==> src/hvn_pkg.sv <==
// ----------------------------------------------------------------------------
// hvn_pkg: shared types and constants for the vertex normal unit
// Face table, fixed-point constants and the normalizer status bundle.
// ----------------------------------------------------------------------------
`default_nettype none

package hvn_pkg;

    localparam int ACC_W     = 18;     // sum of up to six Q1.14 components
    localparam int LIM_W     = 11;     // grid limits up to 1024
    localparam int ONE_Q14   = 16384;
    localparam int FRAC_SH   = 28;
    localparam int QUOT_W    = 18;
    localparam int NUM_FACES = 6;

    localparam logic [1:0] REG_GRID_ROWS = 2'd0;
    localparam logic [1:0] REG_GRID_COLS = 2'd1;
    localparam logic [1:0] REG_SPACING   = 2'd2;

    localparam logic signed [1:0] OFS_P = 2'sb01;
    localparam logic signed [1:0] OFS_Z = 2'sb00;
    localparam logic signed [1:0] OFS_M = 2'sb11;

    typedef struct packed {
        logic done;
        logic zero;
    } norm_stat_t;

    // Corner offsets of one adjacent triangle, its cross product form and
    // the neighbors it needs (down, up, left, right).
    typedef struct packed {
        logic signed [1:0] dr0;
        logic signed [1:0] dc0;
        logic signed [1:0] dr1;
        logic signed [1:0] dc1;
        logic signed [1:0] dr2;
        logic signed [1:0] dc2;
        logic              type_b;
        logic              need_dn;
        logic              need_up;
        logic              need_lf;
        logic              need_rt;
    } face_t;

    // Type A: n = (-ah, s, -bh). Type B: n = (-ah, s, bh - ah).
    localparam face_t FACES [NUM_FACES] = '{
        '{OFS_Z, OFS_Z, OFS_Z, OFS_P, OFS_P, OFS_Z, 1'b0, 1'b1, 1'b0, 1'b0, 1'b1},
        '{OFS_Z, OFS_M, OFS_Z, OFS_Z, OFS_P, OFS_M, 1'b0, 1'b1, 1'b0, 1'b1, 1'b0},
        '{OFS_P, OFS_M, OFS_P, OFS_Z, OFS_Z, OFS_Z, 1'b1, 1'b1, 1'b0, 1'b1, 1'b0},
        '{OFS_M, OFS_Z, OFS_M, OFS_P, OFS_Z, OFS_Z, 1'b0, 1'b0, 1'b1, 1'b0, 1'b1},
        '{OFS_Z, OFS_Z, OFS_Z, OFS_P, OFS_M, OFS_P, 1'b1, 1'b0, 1'b1, 1'b0, 1'b1},
        '{OFS_Z, OFS_M, OFS_Z, OFS_Z, OFS_M, OFS_Z, 1'b1, 1'b0, 1'b1, 1'b1, 1'b0}
    };

endpackage

`default_nettype wire

==> src/hvn_norm.sv <==
// ----------------------------------------------------------------------------
// hvn_norm: shared vector normalizer
// Squares the three components in turn, bit-serial integer root, then three
// restoring divides with rounding and clamping to Q1.14; a zero vector is flagged.
// ----------------------------------------------------------------------------
`default_nettype none

module hvn_norm
    import hvn_pkg::*;
#(
    parameter int CW = 18
)(
    input  logic                 clk,
    input  logic                 rst_n,
    input  logic                 start,
    input  logic signed [CW-1:0] vec_x,
    input  logic signed [CW-1:0] vec_y,
    input  logic signed [CW-1:0] vec_z,
    output norm_stat_t           stat,
    output logic signed [15:0]   unit_x,
    output logic signed [15:0]   unit_y,
    output logic signed [15:0]   unit_z
);

    localparam int QW   = CW + 15;
    localparam int RW   = 2 * QW;
    localparam int L2W  = 2 * CW + 2;
    localparam int DW   = CW + 33;
    localparam int CNTW = $clog2(QW + 1);

    typedef enum logic [6:0] {
        N_IDLE  = 7'b0000001,
        N_SQ    = 7'b0000010,
        N_CHK   = 7'b0000100,
        N_ROOT  = 7'b0001000,
        N_DSET  = 7'b0010000,
        N_DSTEP = 7'b0100000,
        N_DFIN  = 7'b1000000
    } norm_state_t;

    norm_state_t state_reg, state_next;
    logic signed [CW-1:0] vx_reg, vy_reg, vz_reg, vx_next, vy_next, vz_next;
    logic [1:0]           cidx_reg, cidx_next;
    logic [CNTW-1:0]      cnt_reg, cnt_next;
    logic [L2W-1:0]       l2_reg, l2_next;
    logic [RW-1:0]        rad_reg, rad_next;
    logic [QW+1:0]        rem_reg, rem_next;
    logic [QW-1:0]        root_reg, root_next;
    logic [DW-1:0]        drem_reg, drem_next, div_reg, div_next;
    logic [QUOT_W-1:0]    quot_reg, quot_next;
    logic signed [15:0]   ux_reg, uy_reg, uz_reg, ux_next, uy_next, uz_next;
    logic                 done_reg, done_next, zero_reg, zero_next;

    logic signed [CW-1:0] sel_comp;
    logic [CW-1:0]        sel_mag;
    logic [2*CW-1:0]      sq;
    logic [QW+3:0]        rem_sh, trial;
    logic                 root_ge, div_ge;
    logic [15:0]          mag16;
    logic signed [15:0]   res16;
    logic [DW-1:0]        num;

    always_comb
    begin
        case (cidx_reg)
            2'd0:    sel_comp = vx_reg;
            2'd1:    sel_comp = vy_reg;
            default: sel_comp = vz_reg;
        endcase
        sel_mag = sel_comp[CW-1] ? CW'(-sel_comp) : CW'(sel_comp);
        sq      = sel_mag * sel_mag;
        rem_sh  = {rem_reg, rad_reg[RW-1 -: 2]};
        trial   = {2'b00, root_reg, 2'b01};
        root_ge = rem_sh >= trial;
        div_ge  = drem_reg >= div_reg;
        mag16   = (quot_reg > QUOT_W'(ONE_Q14)) ? 16'(ONE_Q14) : quot_reg[15:0];
        res16   = sel_comp[CW-1] ? -$signed(mag16) : $signed(mag16);
        num     = (DW'(sel_mag) << FRAC_SH) + DW'(root_reg >> 1);
    end

    always_comb
    begin
        state_next = state_reg;
        vx_next    = vx_reg;
        vy_next    = vy_reg;
        vz_next    = vz_reg;
        cidx_next  = cidx_reg;
        cnt_next   = cnt_reg;
        l2_next    = l2_reg;
        rad_next   = rad_reg;
        rem_next   = rem_reg;
        root_next  = root_reg;
        drem_next  = drem_reg;
        div_next   = div_reg;
        quot_next  = quot_reg;
        ux_next    = ux_reg;
        uy_next    = uy_reg;
        uz_next    = uz_reg;
        done_next  = 1'b0;
        zero_next  = zero_reg;
        unique case (state_reg)
            N_IDLE:
            begin
                if (start)
                begin
                    vx_next    = vec_x;
                    vy_next    = vec_y;
                    vz_next    = vec_z;
                    l2_next    = '0;
                    cidx_next  = 2'd0;
                    state_next = N_SQ;
                end
            end
            N_SQ:
            begin
                l2_next = l2_reg + L2W'(sq);
                if (cidx_reg == 2'd2)
                begin
                    cidx_next  = 2'd0;
                    state_next = N_CHK;
                end
                else
                begin
                    cidx_next = cidx_reg + 2'd1;
                end
            end
            N_CHK:
            begin
                if (l2_reg == '0)
                begin
                    zero_next  = 1'b1;
                    done_next  = 1'b1;
                    state_next = N_IDLE;
                end
                else
                begin
                    zero_next  = 1'b0;
                    rad_next   = {l2_reg, FRAC_SH'(0)};
                    rem_next   = '0;
                    root_next  = '0;
                    cnt_next   = '0;
                    state_next = N_ROOT;
                end
            end
            N_ROOT:
            begin
                // two radicand bits per step
                rad_next  = rad_reg << 2;
                rem_next  = root_ge ? (QW+2)'(rem_sh - trial) : (QW+2)'(rem_sh);
                root_next = {root_reg[QW-2:0], root_ge};
                cnt_next  = cnt_reg + 1'b1;
                if (cnt_reg == CNTW'(QW - 1))
                begin
                    state_next = N_DSET;
                end
            end
            N_DSET:
            begin
                drem_next  = num;
                div_next   = DW'(root_reg) << (QUOT_W - 1);
                quot_next  = '0;
                cnt_next   = '0;
                state_next = N_DSTEP;
            end
            N_DSTEP:
            begin
                if (div_ge)
                begin
                    drem_next = drem_reg - div_reg;
                end
                quot_next = {quot_reg[QUOT_W-2:0], div_ge};
                div_next  = div_reg >> 1;
                cnt_next  = cnt_reg + 1'b1;
                if (cnt_reg == CNTW'(QUOT_W - 1))
                begin
                    state_next = N_DFIN;
                end
            end
            N_DFIN:
            begin
                case (cidx_reg)
                    2'd0:    ux_next = res16;
                    2'd1:    uy_next = res16;
                    default: uz_next = res16;
                endcase
                if (cidx_reg == 2'd2)
                begin
                    done_next  = 1'b1;
                    state_next = N_IDLE;
                end
                else
                begin
                    cidx_next  = cidx_reg + 2'd1;
                    state_next = N_DSET;
                end
            end
            default:
            begin
                state_next = N_IDLE;
            end
        endcase
    end

    always_ff @(posedge clk or negedge rst_n)
    begin
        if (!rst_n)
        begin
            state_reg <= N_IDLE;
            done_reg  <= 1'b0;
            zero_reg  <= 1'b0;
        end
        else
        begin
            state_reg <= state_next;
            done_reg  <= done_next;
            zero_reg  <= zero_next;
        end
    end

    always_ff @(posedge clk)
    begin
        vx_reg   <= vx_next;
        vy_reg   <= vy_next;
        vz_reg   <= vz_next;
        cidx_reg <= cidx_next;
        cnt_reg  <= cnt_next;
        l2_reg   <= l2_next;
        rad_reg  <= rad_next;
        rem_reg  <= rem_next;
        root_reg <= root_next;
        drem_reg <= drem_next;
        div_reg  <= div_next;
        quot_reg <= quot_next;
        ux_reg   <= ux_next;
        uy_reg   <= uy_next;
        uz_reg   <= uz_next;
    end

    assign stat.done = done_reg;
    assign stat.zero = zero_reg;
    assign unit_x    = ux_reg;
    assign unit_y    = uy_reg;
    assign unit_z    = uz_reg;

endmodule

`default_nettype wire

==> config.mk <==
export PLATFORM = sky130hd
export DESIGN_NAME = hvn_norm
export DESIGN_NICKNAME = d
export VERILOG_FILES = /design/src/hvn_pkg.sv /design/src/hvn_norm.sv
export SDC_FILE = /design/constraint.sdc
export NUM_CORES = 1
export LEC_CHECK = 0
export ABC_AREA = 1
export BUFFER_PORTS_ARGS = -buffer_cell sky130_fd_sc_hd__buf_2
export CAP_MARGIN = 20
export CORE_MARGIN = 4
export CORE_UTILIZATION = 50
export CTS_BUF_LIST = sky130_fd_sc_hd__clkbuf_16
export DETAILED_ROUTE_END_ITERATION = 16
export PLACE_DENSITY = 0.66
export SLEW_MARGIN = 20
export SYNTH_ARGS = -nofsm -noshare
export SYNTH_HDL_FRONTEND = slang
export SYNTH_SLANG_ARGS = --single-unit
==> constraint.sdc <==
create_clock -name clk -period 16.13 [get_ports clk]
set_input_delay 1.613 -clock clk [delete_from_list [all_inputs] [get_ports clk]]
set_output_delay 1.613 -clock clk [all_outputs]
set_load 0.02 [all_outputs]
# Word-level counts from Yosys, hierarchy flattened
# Index checks and enable logic that the tools add are counted.
[totals]
reg_bits = 411
word_cells = 101
[op_classes]
mux = 33
addsub = 8
n_eq_ne = 18
order_cmp = 3
reduce_logical = 19
bitwise_logic = 1
multipliers = 1
[ops]
columns = ["operator", "n"]
rows = [
  ["51-bit one-hot mux with 2 select lines", 2],
  ["66-bit one-hot mux with 2 select lines", 1],
  ["38-bit one-hot mux with 2 select lines", 1],
  ["18-bit one-hot mux with 2 select lines", 2],
  ["35-bit two-way mux", 2],
  ["35-bit one-hot mux with 2 select lines", 1],
  ["66-bit two-way mux", 1],
  ["33-bit one-hot mux with 2 select lines", 1],
  ["51-bit >= comparator", 1],
  ["51-bit two-way mux", 1],
  ["51-bit subtractor", 1],
  ["7-bit one-hot mux with 7 select lines", 1],
  ["46-bit by 32-bit adder with 47-bit output", 1],
  ["38-bit by 36-bit adder with 38-bit output", 1],
  ["38-bit zero test", 1],
  ["38-bit two-way mux", 1],
  ["37-bit by 35-bit >= comparator with 1-bit output", 1],
  ["18-bit by 18-bit multiplier with 36-bit output", 1],
  ["35-bit subtractor", 1],
  ["33-bit two-way mux", 1],
  ["16-bit two-way mux", 2],
  ["7-bit two-way mux", 4],
  ["18-bit by 15-bit greater-than comparator with 1-bit output, second input constant", 1],
  ["18-bit two-way mux", 1],
  ["other kinds (32)", 52],
]

# Logic depth before layout (Yosys ltp)
[depth]
word_depth = 7
ltp_mapped = 43

# Least setup slack after synthesis
# OpenSTA, ideal clock, no wires.
[synth_timing]
path_type = "flip-flop to flip-flop"
from = "reg cidx_reg[0]"
to = "reg l2_reg[33] (data pin)"
t_arrival_ps = 7484
stages_incl_launch_ff = 42
required_ps = 15877
setup_ps = 253
path_buffers = 2
setup_slack_ps = 8393
cell_sequence = "edfxtp_1 -> inv_1 -> ha_1 -> nor2_2 -> nand2_1 -> nand3_2 -> inv_2 -> clkbuf_1 -> ha_1 -> nand3_2 -> nor2_4 -> nand3_2 -> nor2_1 -> nand3_1 -> nand2_1 -> nand2_1 -> nand2_2 -> inv_2 -> (+6 left out) -> fa_1 -> fa_1 -> fa_1 -> inv_1 -> fa_1 -> inv_1 -> ha_1 -> nand2_1 -> nor2_1 -> inv_1 -> nor2_1 -> inv_1 -> o21ai_0 -> a21oi_1 -> o21ai_0 -> nand2_1 -> nand2_1 -> nor2_1"
[synth_via]
elab_chain_cells = 7
[synth_rtl]
columns = ["element", "line", "source"]
rows = [
  ["from (decl)", "hvn_norm.sv:43", "logic [1:0] cidx_reg, cidx_next;"],
  ["from (signal assigned)", "hvn_norm.sv:225", "cidx_reg <= cidx_next;"],
  ["2-bit by 1-bit == test with 1-bit output / 2-bit zero test (equally long branches)", "hvn_norm.sv:65", "case (cidx_reg)"],
  ["18-bit one-hot mux with 2 select lines (*)", "hvn_norm.sv:65", ""],
  ["18-bit negation", "hvn_norm.sv:70", "sel_mag = sel_comp[CW-1] ? CW'(-sel_comp) : CW'(sel_comp);"],
  ["18-bit two-way mux (*)", "hvn_norm.sv:70", ""],
  ["18-bit by 18-bit multiplier with 36-bit output (*)", "hvn_norm.sv:71", "sq = sel_mag * sel_mag;"],
  ["38-bit by 36-bit adder with 38-bit output (*)", "hvn_norm.sv:116", "l2_next = l2_reg + L2W'(sq);"],
  ["38-bit one-hot mux with 2 select lines (*)", "hvn_norm.sv:101", "unique case (state_reg)"],
  ["to (signal assigned)", "hvn_norm.sv:227", "l2_reg <= l2_next;"],
  ["to (decl)", "hvn_norm.sv:45", "logic [L2W-1:0] l2_reg, l2_next;"],
]
# Mark *: on every way between the ends. The rest lies on a longest branch, timed or not.
# A chain may end at the register's enable or synchronous reset.

# Final worst setup path
[layout_timing]
from = "reg cidx_reg[0]"
to = "reg l2_reg[34] (data pin)"
# The elaborated chain is that of the path after synthesis.

==> key figures <==
Timing
  • Clock period minus worst slack: 9.64 ns
  • Relative slew slack: about 25%
  • RSZ-0062 raised after global routing: no
  • Worst-Margin Slew: 1.12 ns
  • Final TNS setup: 0 ns
  • Setup Skew: 0.0291 ns
  • Max Slew Vio Count: 0
  • FMAX: ~100 MHz
  • Final setup fails: 0
  • Tcrit/Tclk final: ~60%
  • Fin. Hold Viols: 0

Logic synthesis
  • Synth area leader: edfxtp_1
  • Synth Flop Type: edfxtp_1
  • Seq/Total Area, Yosys: between 30% and 40%
  • Syn avg cell area: 8.66 um2
  • Synth async-reset ratio: 2.36%
  • Yosys reg bits: 382
  • Synth Instances: ~3700
  • Post-synth top cells: inv_1, nand2_1, nor2_1
  • Area contributors post-synth: edfxtp_1, fa_1, inv_1, ha_1, nand2_1
  • Synth cell types: between 60 and 70
  • Top-count cell post-synth: inv_1
  • Yosys warning total: 0
  • Synthesized cell area: about 32000 um2
  • Synth top area share: 35.1%
  • Post-synth EDFFs: roughly 370

Setup path
  • CP endpoint kind: flop
  • Crit path DAT: about 10 ns
  • CP max-delay cell: ha_1
  • Worst EP required: 16.47 ns
  • Max stage delay on crit path: 0.74 ns
  • WS Path Type: flop to flop
  • Highest net fanout along the worst path: 21
  • Worst r2r src: cidx_reg[0]$_DFFE_PP_
  • Setup crit start kind: flop
  • Worst Setup SP: cidx_reg[0]$_DFFE_PP_

Clocking
  • CTS tree: built
  • Cts repair resizes: 0
  • CTS Sinks: 382
  • Worst-Skew Late Latency: 0.60 ns
  • CTS buffer count: 44
  • Clock-pin slew on the worst setup and hold paths: 0.06 ns
  • Post-CTS Setup Bufs: 0
  • CTS H-Tree Depth: 2
  • CTS Buffer Depth: 3
  • Hold buffers post-CTS: 0
  • Root Driver: clkbuf_16

Min path
  • Min-Delay Path Class: flop to flop
  • HP Start: zero_reg$_DFFE_PN0P_

Job
  • Max Cap Viol: 0

Layout
  • Layout cell share with drive strength beyond 1: 7.67%
  • Fillers: between 5000 and 6000
  • # nets final: about 4300
  • Max reg flops: 51
  • Non-filler instance count after layout: roughly 4700
  • Layout area overhead: 9.07%

Global routing
  • Vias in the first global route: between 20000 and 30000
  • Pin count of the biggest net entering global routing: 98
  • Initial antenna violation count: 0
  • Global-route wire length before repair: about 140 mm
  • Total GRT Usage: about a quarter
  • Global route overflow: 0

Placed design
  • Post-DP HPWL: approximately 68 mm
  • Placer congestion estimate: 0.976
  • Placed cells: between 4000 and 5000
  • IO Port Bufs: about 110

Die
  • Core Footprint: 63100 um2
  • Die Wd: approximately 260 um
  • # IOs: 107
  • DIE AREA: 67900 um2
  • Die Y: roughly 260 um
  • Initial Util: about half
  • Row cnt: 92

Routing
  • DRC viols: 0
  • Initial DRC count: just under 2000
  • TritonRoute pass-1 iters: 7
  • Avg WL per Cell: between 15 and 20 um
  • Final WL: ~85 mm
  • Vias: between 20000 and 25000
  • Post-DRT Antenna Nets: 0
  • DR vias/cell: roughly 5.3

Status
  • Status: complete, no violations
==> cell families (layout without fill, tap and decap cells) <==
group                      after synthesis  after routing  share of synthesized area, %
other                                    2             14                        0.0235
xor gates and xnor gates                70             70                          1.92
adders and majority gates              464            464                          24.2
and+or+nand+nor                       1315           1315                          17.4
AOI/OAI and AO/OA                      600            600                          10.3
buffers and inverters                  848            973                          10.3
muxes                                    1              1                        0.0353
DFF                                    382            382                          35.8
==> layer usage <==
layer	share of wire [%]	up-vias	GRT usage (%)
met5	0	-	0
met4	3.9	0	9.15
met3	5.6	168	3.44
met2	48	707	43.8
met1	42	11900	33.8
li1	-	12000	-
==> worst paths after layout <==
| path | to | slack, ns | cells past startpoint |
|---|---|---|---|
| max | l2_reg[34]$_SDFFCE_PN0P_ | 6.49 | 37 |
| min reg2reg | zero_reg$_DFFE_PN0P_ | 0.50 | 2 |
| min | zero_reg$_DFFE_PN0P_ | 0.50 | 2 |
| max reg2reg | l2_reg[34]$_SDFFCE_PN0P_ | 6.49 | 37 |
| max in group asynchronous | state_reg[0]$_DFFE_PN1P_ | 14.97 | 1 |
| min in group asynchronous | done_reg$_DFF_PN0_ | 0.88 | 1 |
==> cell usage in the layout (no fill, tap or decap), types with 8 or more instances in the layout <==
cell type	synthesis	routed
inv_1	755	759
a31oi_1	21	21
xor2_1	35	35
dfrtp_1	8	8
nor4_1	16	15
nand2_1	631	625
buf_4	5	16
edfxtp_1	373	373
nand4_1	34	34
nor3_1	36	35
a21oi_1	239	239
buf_2	18	106
xnor2_1	35	35
fa_1	254	254
nor2_2	15	15
nand2_4	3	8
nand2_2	19	20
o21ai_0	246	246
clkbuf_16	0	45
or2_2	12	12
inv_2	16	17
nor2_1	431	430
o21a_1	12	12
o21bai_1	15	15
ha_1	210	210
nand3_1	90	90
nand3_2	13	13
clkinv_1	1	9
a21o_1	19	19
conb_1	2	13
==> cell type report <==
cell class	count	area, um2	area share, %
multi-input combinational	2463	17300	49.7
sequential	382	11400	32.8
inverter	772	2900	8.33
clock buffer	45	1130	3.24
tap	846	1060	3.04
timing repair buffer	122	651	1.87
clock inverter	34	348	1.00
antenna	1	2.50	0.00719
==> worst max-delay path, delay by kind of cell, from the launching register on <==
family          cells  cell delay, ns
compound gates      3            0.99
fa+ha+maj           9            4.56
buf+inv             8            1.21
flops               1            0.41
simple gates       17            2.19
==> through the flow <==
stage	hold WS [ns]	utilization [%]	area, um2	setup slack (ns)
after global placement	0.482	52.8	33300	6.87
after detailed placement	0.471	52.8	33300	6.68
final	0.500	55.1	34800	6.49
after floorplan	0.450	-	31900	8.39
after CTS	0.496	55.1	34800	6.59
after global routing	0.514	55.1	34800	5.86
Power is not shown: default switching activity piles up to over one toggle a cycle in this logic, so the estimate is an artifact.
